===== src/design/hcbd_pkg.sv =====
package hcbd_pkg;

  localparam int COUNT_WIDTH_DEF = 32;
  localparam int HEX_BITS        = 4;

  localparam logic [7:0] CH_SEMI = 8'h3B;
  localparam logic [7:0] CH_LF   = 8'h0A;
  localparam logic [7:0] CH_CR   = 8'h0D;
  localparam logic [7:0] CH_SP   = 8'h20;
  localparam logic [7:0] CH_TAB  = 8'h09;
  localparam logic [7:0] CH_VT   = 8'h0B;
  localparam logic [7:0] CH_FF   = 8'h0C;

  typedef enum logic [1:0] {
    KIND_BYTE  = 2'd0,
    KIND_DONE  = 2'd1,
    KIND_ERROR = 2'd2
  } kind_t;

  typedef enum logic [2:0] {
    CAUSE_NONE      = 3'd0,
    CAUSE_BAD_SIZE  = 3'd1,
    CAUSE_TOO_BIG   = 3'd2,
    CAUSE_BAD_TERM  = 3'd3,
    CAUSE_TRUNCATED = 3'd4
  } cause_t;

  typedef enum logic [10:0] {
    PH_LEAD     = 11'b000_0000_0001,
    PH_DIGITS   = 11'b000_0000_0010,
    PH_TAIL     = 11'b000_0000_0100,
    PH_EXT      = 11'b000_0000_1000,
    PH_DATA     = 11'b000_0001_0000,
    PH_DATA_END = 11'b000_0010_0000,
    PH_DATA_CR  = 11'b000_0100_0000,
    PH_TR_START = 11'b000_1000_0000,
    PH_TR_CR    = 11'b001_0000_0000,
    PH_TR_BODY  = 11'b010_0000_0000,
    PH_IDLE     = 11'b100_0000_0000
  } phase_t;

  typedef struct packed {
    logic        valid;
    kind_t       kind;
    logic [7:0]  data;
    cause_t      cause;
    logic [31:0] body_length;
    logic [31:0] consumed;
  } step_t;

  // Returns {digit valid, digit value}.
  function automatic logic [HEX_BITS:0] hex_val(input logic [7:0] c);
    logic [HEX_BITS:0] r;
    r = '0;
    if (c >= 8'h30 && c <= 8'h39) begin
      r = {1'b1, HEX_BITS'(c - 8'h30)};
    end else if (c >= 8'h61 && c <= 8'h66) begin
      r = {1'b1, HEX_BITS'(c - 8'h57)};
    end else if (c >= 8'h41 && c <= 8'h46) begin
      r = {1'b1, HEX_BITS'(c - 8'h37)};
    end
    return r;
  endfunction

  function automatic logic is_ws(input logic [7:0] c);
    return (c == CH_SP) || (c == CH_TAB) || (c == CH_VT) || (c == CH_FF) || (c == CH_CR);
  endfunction

endpackage


===== src/design/hcbd_parser.sv =====
module hcbd_parser #(
  parameter int COUNT_WIDTH = hcbd_pkg::COUNT_WIDTH_DEF
) (
  input  logic           clk,
  input  logic           rst_n,
  input  logic           take,
  input  logic [7:0]     byte_in,
  input  logic           last,
  output hcbd_pkg::step_t step
);
  import hcbd_pkg::*;

  localparam logic [COUNT_WIDTH-1:0] CMAX = '1;
  localparam logic [COUNT_WIDTH-1:0] CONE = {{(COUNT_WIDTH-1){1'b0}}, 1'b1};

  phase_t                 phase_r, phase_nxt;
  logic [COUNT_WIDTH-1:0] rem_r, rem_nxt;
  logic [COUNT_WIDTH-1:0] body_r, body_nxt;
  logic [COUNT_WIDTH-1:0] cons_r, cons_nxt;
  logic [COUNT_WIDTH-1:0] cons_inc;
  logic [HEX_BITS:0]      hv;
  logic                   emit;
  kind_t                  kind;
  cause_t                 cause;
  logic [63:0]            body_ext;
  logic [63:0]            cons_ext;

  assign hv       = hex_val(byte_in);
  assign cons_inc = cons_r + CONE;
  assign body_ext = 64'(body_r);
  assign cons_ext = 64'(cons_inc);

  always_comb begin
    phase_nxt = phase_r;
    rem_nxt   = rem_r;
    body_nxt  = body_r;
    cons_nxt  = cons_r;
    emit      = 1'b0;
    kind      = KIND_BYTE;
    cause     = CAUSE_NONE;
    if (phase_r == PH_IDLE) begin
      emit = 1'b0;
    end else if (cons_r == CMAX) begin
      emit  = 1'b1;
      kind  = KIND_ERROR;
      cause = CAUSE_TOO_BIG;
    end else begin
      cons_nxt = cons_inc;
      unique case (phase_r) inside
        PH_LEAD, PH_DIGITS, PH_TAIL: begin
          if (phase_r != PH_TAIL && hv[HEX_BITS]) begin
            if (rem_r[COUNT_WIDTH-1 -: HEX_BITS] != '0) begin
              emit  = 1'b1;
              kind  = KIND_ERROR;
              cause = CAUSE_TOO_BIG;
            end else begin
              rem_nxt   = {rem_r[COUNT_WIDTH-HEX_BITS-1:0], hv[HEX_BITS-1:0]};
              phase_nxt = PH_DIGITS;
            end
          end else if (is_ws(byte_in)) begin
            if (phase_r == PH_DIGITS) phase_nxt = PH_TAIL;
          end else if (phase_r != PH_LEAD && byte_in == CH_SEMI) begin
            phase_nxt = PH_EXT;
          end else if (phase_r != PH_LEAD && byte_in == CH_LF) begin
            phase_nxt = (rem_r == '0) ? PH_TR_START : PH_DATA;
          end else begin
            emit  = 1'b1;
            kind  = KIND_ERROR;
            cause = CAUSE_BAD_SIZE;
          end
        end
        PH_EXT: begin
          if (byte_in == CH_LF) phase_nxt = (rem_r == '0) ? PH_TR_START : PH_DATA;
        end
        PH_DATA: begin
          if (body_r == CMAX) begin
            emit  = 1'b1;
            kind  = KIND_ERROR;
            cause = CAUSE_TOO_BIG;
          end else begin
            body_nxt = body_r + CONE;
            emit     = 1'b1;
            kind     = KIND_BYTE;
            rem_nxt  = rem_r - CONE;
            if (rem_r == CONE) phase_nxt = PH_DATA_END;
          end
        end
        PH_DATA_END: begin
          if (byte_in == CH_CR) begin
            phase_nxt = PH_DATA_CR;
          end else if (byte_in == CH_LF) begin
            phase_nxt = PH_LEAD;
          end else begin
            emit  = 1'b1;
            kind  = KIND_ERROR;
            cause = CAUSE_BAD_TERM;
          end
        end
        PH_DATA_CR: begin
          if (byte_in == CH_LF) begin
            phase_nxt = PH_LEAD;
          end else begin
            emit  = 1'b1;
            kind  = KIND_ERROR;
            cause = CAUSE_BAD_TERM;
          end
        end
        PH_TR_START: begin
          if (byte_in == CH_LF) begin
            emit = 1'b1;
            kind = KIND_DONE;
          end else if (byte_in == CH_CR) begin
            phase_nxt = PH_TR_CR;
          end else begin
            phase_nxt = PH_TR_BODY;
          end
        end
        PH_TR_CR: begin
          if (byte_in == CH_LF) begin
            emit = 1'b1;
            kind = KIND_DONE;
          end else begin
            phase_nxt = PH_TR_BODY;
          end
        end
        PH_TR_BODY: begin
          phase_nxt = (byte_in == CH_LF) ? PH_TR_START : PH_TR_BODY;
        end
        default: begin
          phase_nxt = PH_LEAD;
        end
      endcase
    end

    if (phase_r != PH_IDLE && last && (!emit || kind == KIND_BYTE)) begin
      emit  = 1'b1;
      kind  = KIND_ERROR;
      cause = CAUSE_TRUNCATED;
    end
    if (emit && kind != KIND_BYTE) phase_nxt = PH_IDLE;
    if (last) begin
      phase_nxt = PH_LEAD;
      rem_nxt   = '0;
      body_nxt  = '0;
      cons_nxt  = '0;
    end
  end

  always_comb begin
    step.valid       = emit;
    step.kind        = kind;
    step.data        = (kind == KIND_BYTE) ? byte_in : 8'h00;
    step.cause       = cause;
    step.body_length = (kind == KIND_DONE) ? body_ext[31:0] : 32'h0;
    step.consumed    = (kind == KIND_DONE) ? cons_ext[31:0] : 32'h0;
  end

  always_ff @(posedge clk) begin
    if (!rst_n) begin
      phase_r <= PH_LEAD;
      rem_r   <= '0;
      body_r  <= '0;
      cons_r  <= '0;
    end else if (take) begin
      phase_r <= phase_nxt;
      rem_r   <= rem_nxt;
      body_r  <= body_nxt;
      cons_r  <= cons_nxt;
    end
  end

  a_data_has_rem: assert property (@(posedge clk) disable iff (!rst_n)
    phase_r == PH_DATA |-> rem_r != '0)
    else $error("data phase with no bytes left in the chunk");

  a_error_has_cause: assert property (@(posedge clk) disable iff (!rst_n)
    step.valid && step.kind == KIND_ERROR |-> step.cause != CAUSE_NONE)
    else $error("error result without a cause");

  a_done_from_trailer: assert property (@(posedge clk) disable iff (!rst_n)
    step.valid && step.kind == KIND_DONE |-> (phase_r == PH_TR_START || phase_r == PH_TR_CR))
    else $error("completion outside the trailer");

  a_idle_holds: assert property (@(posedge clk) disable iff (!rst_n)
    take && phase_r == PH_IDLE && !last |=> phase_r == PH_IDLE)
    else $error("left the drop state before the end of payload");

endmodule


===== src/design/hcbd_out_reg.sv =====
module hcbd_out_reg (
  input  logic            clk,
  input  logic            rst_n,
  input  logic            load,
  input  hcbd_pkg::step_t step,
  input  logic            out_stall,
  output logic            out_valid,
  output hcbd_pkg::step_t res
);
  import hcbd_pkg::*;

  logic  valid_r, valid_nxt;
  step_t res_r;

  always_comb begin
    valid_nxt = valid_r;
    if (load) begin
      valid_nxt = 1'b1;
    end else if (!out_stall) begin
      valid_nxt = 1'b0;
    end
  end

  always_ff @(posedge clk) begin
    if (!rst_n) begin
      valid_r <= 1'b0;
    end else begin
      valid_r <= valid_nxt;
    end
  end

  always_ff @(posedge clk) begin
    if (load) res_r <= step;
  end

  assign out_valid = valid_r;
  assign res       = res_r;

endmodule


===== src/design/http_chunked_body_decoder.sv =====
// Latency: a result item appears in the cycle after the input item that causes it.
// Throughput: one input item per cycle while the input is not stalled; the parse state updates on each accepted item.
// The input stalls only while a result item waits in the output register and is stalled.
// Reset (rst_n low, synchronous) returns the parser to the size line and clears all counts.
// An item marked end_of_payload also returns the parser to that reset state.
module http_chunked_body_decoder #(
  parameter int COUNT_WIDTH = hcbd_pkg::COUNT_WIDTH_DEF
) (
  input  logic        clk,
  input  logic        rst_n,
  input  logic        in_valid,
  output logic        in_stall,
  input  logic [7:0]  in_byte_in,
  input  logic        in_end_of_payload,
  output logic        out_valid,
  input  logic        out_stall,
  output logic [1:0]  out_kind,
  output logic [7:0]  out_data,
  output logic [2:0]  out_error_cause,
  output logic [31:0] out_body_length,
  output logic [31:0] out_consumed
);
  import hcbd_pkg::*;

  logic  take;
  step_t step;
  step_t res;

  assign in_stall = out_valid && out_stall;
  assign take     = in_valid && !in_stall;

  hcbd_parser #(
    .COUNT_WIDTH(COUNT_WIDTH)
  ) u_parser (
    .clk    (clk),
    .rst_n  (rst_n),
    .take   (take),
    .byte_in(in_byte_in),
    .last   (in_end_of_payload),
    .step   (step)
  );

  hcbd_out_reg u_out_reg (
    .clk      (clk),
    .rst_n    (rst_n),
    .load     (take && step.valid),
    .step     (step),
    .out_stall(out_stall),
    .out_valid(out_valid),
    .res      (res)
  );

  assign out_kind        = res.kind;
  assign out_data        = res.data;
  assign out_error_cause = res.cause;
  assign out_body_length = res.body_length;
  assign out_consumed    = res.consumed;

endmodule


===== config.mk =====
export PLATFORM = sky130hd
export DESIGN_NAME = http_chunked_body_decoder
export DESIGN_NICKNAME = d
export VERILOG_FILES = /design/src/design/hcbd_pkg.sv /design/src/design/hcbd_parser.sv /design/src/design/hcbd_out_reg.sv /design/src/design/http_chunked_body_decoder.sv
export SDC_FILE = /design/constraint.sdc
export NUM_CORES = 1
export LEC_CHECK = 0
export BUFFER_PORTS_ARGS = -buffer_cell sky130_fd_sc_hd__buf_2
export CAP_MARGIN = 10
export CORE_MARGIN = 1.5
export CORE_UTILIZATION = 51
export DETAILED_ROUTE_END_ITERATION = 16
export PLACE_DENSITY = 0.76
export SYNTH_ARGS = -nofsm -noshare
export SYNTH_HDL_FRONTEND = slang
export SYNTH_SLANG_ARGS = --single-unit

===== constraint.sdc =====
create_clock -name clk -period 12.7 [get_ports clk]
set_clock_uncertainty 0.05 [all_clocks]
set_input_delay 2.54 -clock clk [delete_from_list [all_inputs] [get_ports clk]]
set_output_delay 2.54 -clock clk [all_outputs]
set_load 0.1 [all_outputs]

==> run metrics <==
biggest area consumer among synthesized cells=edfxtp_1; M1 WL=10.40 mm; Clk pwr share=35.0%; headroom to the max-slew limit=30.05%; reported max-cap violation count=0; cell types with the largest area share after synthesis=edfxtp_1 (24%), dfxtp_1 (22%), nor2_1 (6.5%); WL met2=10.38 mm; Final TNS setup=0 ns; number of slew-limit violations in the final report=0; final setup margin=6.759 ns; hold_sp=u_parser.rem_r[21]$_SDFFE_PN0P_; ant diodes=0; result of the run=complete, no violations; buffer count from post-CTS setup fixing=0; TritonRoute pass-1 iters=5; via density per instance=5.941; count of different cell masters after synthesis=74; final worst path period need=5.941 ns; area fraction of the dominant cell type after synthesis=23.81%; vias=8317; maximum clock frequency=0.1683 GHz; clock buffer count from CTS=17; Fillers=1594; switching power summed over all nets=0.5272 mW; type of the worst setup path=input port to register; IO buf count=91; ordered cell list for the critical path=buf_2 -> inv_1 -> ha_1 -> and4b_1 -> and3_1 -> nand2_1 -> buf_4 -> inv_2 -> or4b_4 -> nand2b_1 -> o221ai_2 -> mux2_1; post-detailed-route DRC marker count=0; worst reg2reg path startpoint=u_parser.phase_r[0]$_SDFFE_PN1P_; remaining antenna violation count=0; share of total power in combinational logic=20.7%; effective utilization at floorplan=51.92%; clock slew at the register clock pins of the worst setup and hold paths=0.07 ns; root buffer cell=clkbuf_16; flip-flop cell with the highest count after synthesis=dfxtp_1; capture instance of the worst register-to-register path=u_out_reg.res[7]$_SDFFCE_PP0P_; P_int=0.9668 mW; Seq pwr share=44.3%; total number of H-tree levels=4; part of the Yosys area used for sequential elements=46.07%; final design utilization=58.19%; placement row count=50; overflow left after global routing=0; Finished Cell Area=10890 um^2; post-detailed-placement cell area=10300 um^2; number of nets at the end of the flow=1175; Resize count post-CTS=0; Critical Path Start Type=input port; commonest cells after routing, fill and taps aside=nor2_1 (169), dfxtp_1 (108), buf_2 (91); number of buffers inserted by hold repair at cts=0; area enclosed by the die boundary=19880 um^2; die height=141.0 um; synthesis-to-layout area growth=12.08%; Syn Area/Cell=8.813 um^2; Max Fanout on Critical Path=36; GP Congestion=0.8444; largest stage delay on the critical path=0.66 ns; DRC marker count from the first detailed-route iteration=809; source-to-sink clock delay at the later pin of the worst-skew pair=0.44 ns; number of warnings printed during yosys synthesis=0; wire length after detailed routing=22.29 mm; share of synthesized registers carrying an async set or reset=0%; synthesized cell area=9712 um^2; leading cell type in the layout, fill and taps excluded=nor2_1; pre-CTS worst setup slack=6.281 ns; dpl hpwl=14.47 mm; highest layer used for signal routing=met4; I/O pin count=92; worst slew pin tran=1.045 ns; gate family responsible for the most delay along the worst path=simple AND/OR/NAND/NOR gates; leakage power=4.056 nW; cell depth of the worst hold path=2; fraction of the cycle the final worst path needs=46.78%; net count of the mapped netlist=1124; fraction of final layout cells sized beyond drive strength 1=13.55%; number of standard cells after synthesis=1102; maximum VDD drop=103.4 uV; pin count of the biggest net entering global routing=62; total clock sinks=185; Worst Hold Endpoint=u_parser.rem_r[21]$_SDFFE_PN0P_; clock tree from TritonCTS=built; via count of the first global-routing pass=7480; required time of the worst setup path=12.98 ns; cell count of the worst reg-to-reg path=6; Sw Ratio=35.29%; Global Route Usage Sum=22.99%; number of antenna violations at the first check in global routing=0; EDFF count, synth=77; data arrival time at the worst-slack endpoint=6.22 ns; worst-case register-to-register setup slack=8.48 ns; hold violation total from the final report=0; number of synthesized register bits=185; count of endpoints failing setup in the final report=0; worst-path cell with the longest stage delay=o221ai_2; global-route wire length before repair=37.10 mm; total power divided by cell area=137.3 nW/um^2; path type of the worst min-delay path=register to register; number of buffer and inverter stages on the critical path=4; routed length on met3=1.141 mm; unrepaired setup endpoints after global routing=false; Core Box Area=18710 um^2; Avg WL per Cell=15.92 um; horizontal extent of the die=141.0 um; maximum count of clock buffers along a single path=2; CP Capture Type=register
-- sequential cells by signal, summed over array words and instances (netlist names) --
signal               flops
u_out_reg.out_valid      1
u_out_reg.res           77
u_parser.body_r         32
u_parser.cons_r         32
u_parser.phase_r        11
u_parser.rem_r          32
-- cell families after synthesis --
| family | after synthesis | share of synthesized area [%] |
|---|---|---|
| compound gates | 216 | 14.04 |
| buf+inv | 92 | 3.672 |
| fa+ha+maj | 9 | 1.160 |
| xor+xnor | 75 | 6.764 |
| mux | 11 | 1.147 |
| simple gates | 514 | 27.15 |
| flops | 185 | 46.07 |
-- metrics by stage --
step	instances	power, mW	hold slack [ns]
after detailed placement	1367	0.9843	0.4400
after global placement	1367	0.9816	0.4432
final	1400	1.494	0.4510
after CTS	1399	1.502	0.4526
after floorplan	1102	0.9369	0.4125
after global routing	1400	1.542	0.4797
-- synth_stat cells, drive strengths merged (3+ instances only) --
master     n
nand4     24
a22oi     13
a21oi     71
o21ai     65
nand3     35
and4      11
o31ai      3
a21o       9
o41ai      3
nor3b      5
nor2     169
nand3b    15
nor2b     11
o31a       3
mux2i     10
ha         9
xnor2     38
dfxtp    108
nand2b     6
nand4b     3
a31oi     10
and3      52
inv       18
o22ai      3
nor4      15
nand2     76
or4b       3
nor4b      3
edfxtp    77
o21a       4
and2       8
buf        8
or4        6
clkbuf    65
xor2      37
or3       16
a21boi     3
a311oi     5
or2        5
nor3      48
a2111oi    7
-- power groups by stage --
stage | Clock [mW] | Combinational [mW] | Sequential, mW
floorplan | 0 | 0.0932 | 0.844
global placement | 0 | 0.307 | 0.675
detailed placement | 0 | 0.309 | 0.675
CTS | 0.531 | 0.309 | 0.662
global route | 0.552 | 0.326 | 0.665
finish | 0.523 | 0.309 | 0.662
-- routing by layer --
metal,up-vias,track usage [%]
li1,4078,-
met1,3926,32.01
met2,278,36.82
met3,35,3.227
met4,0,7.950
met5,-,0
-- cell type report --
cell class,instances,area [um^2],share of cell area (%)
Clock buffer,18,429.2,3.943
Clock inverter,14,147.6,1.356
Inverter,19,71.32,0.6552
Multi-Input combinational cell,825,4912,45.13
Sequential cell,185,4474,41.10
Tap cell,234,292.8,2.690
Timing Repair Buffer,105,558.0,5.126
-- worst max-delay path by stage --
stage | from | end | slack (ns) | depth (start not counted)
3_5_place_dp | in_byte_in[0] | u_parser.phase_r[0]$_SDFFE_PN1P_ | 6.28 | 12
4_1_cts | in_byte_in[0] | u_parser.phase_r[0]$_SDFFE_PN1P_ | 6.74 | 12
2_1_floorplan | in_byte_in[1] | u_out_reg.res[0]$_SDFFCE_PP0P_ | 4.08 | 8
5_1_grt | in_byte_in[0] | u_parser.phase_r[0]$_SDFFE_PN1P_ | 6.42 | 12
6_report | in_byte_in[0] | u_parser.phase_r[0]$_SDFFE_PN1P_ | 6.76 | 12
3_3_place_gp | in_byte_in[0] | u_parser.phase_r[0]$_SDFFE_PN1P_ | 6.37 | 12
-- worst reg2reg max path: cells and delay by family, from the launching register on --
family                 cells  cell delay, ns
AOI/OAI and AO/OA          1            0.63
DFF                        1            0.41
buffers and inverters      1            0.73
and+or+nand+nor            4            1.97
No activity file was read; power rests on OpenSTA's default activity.
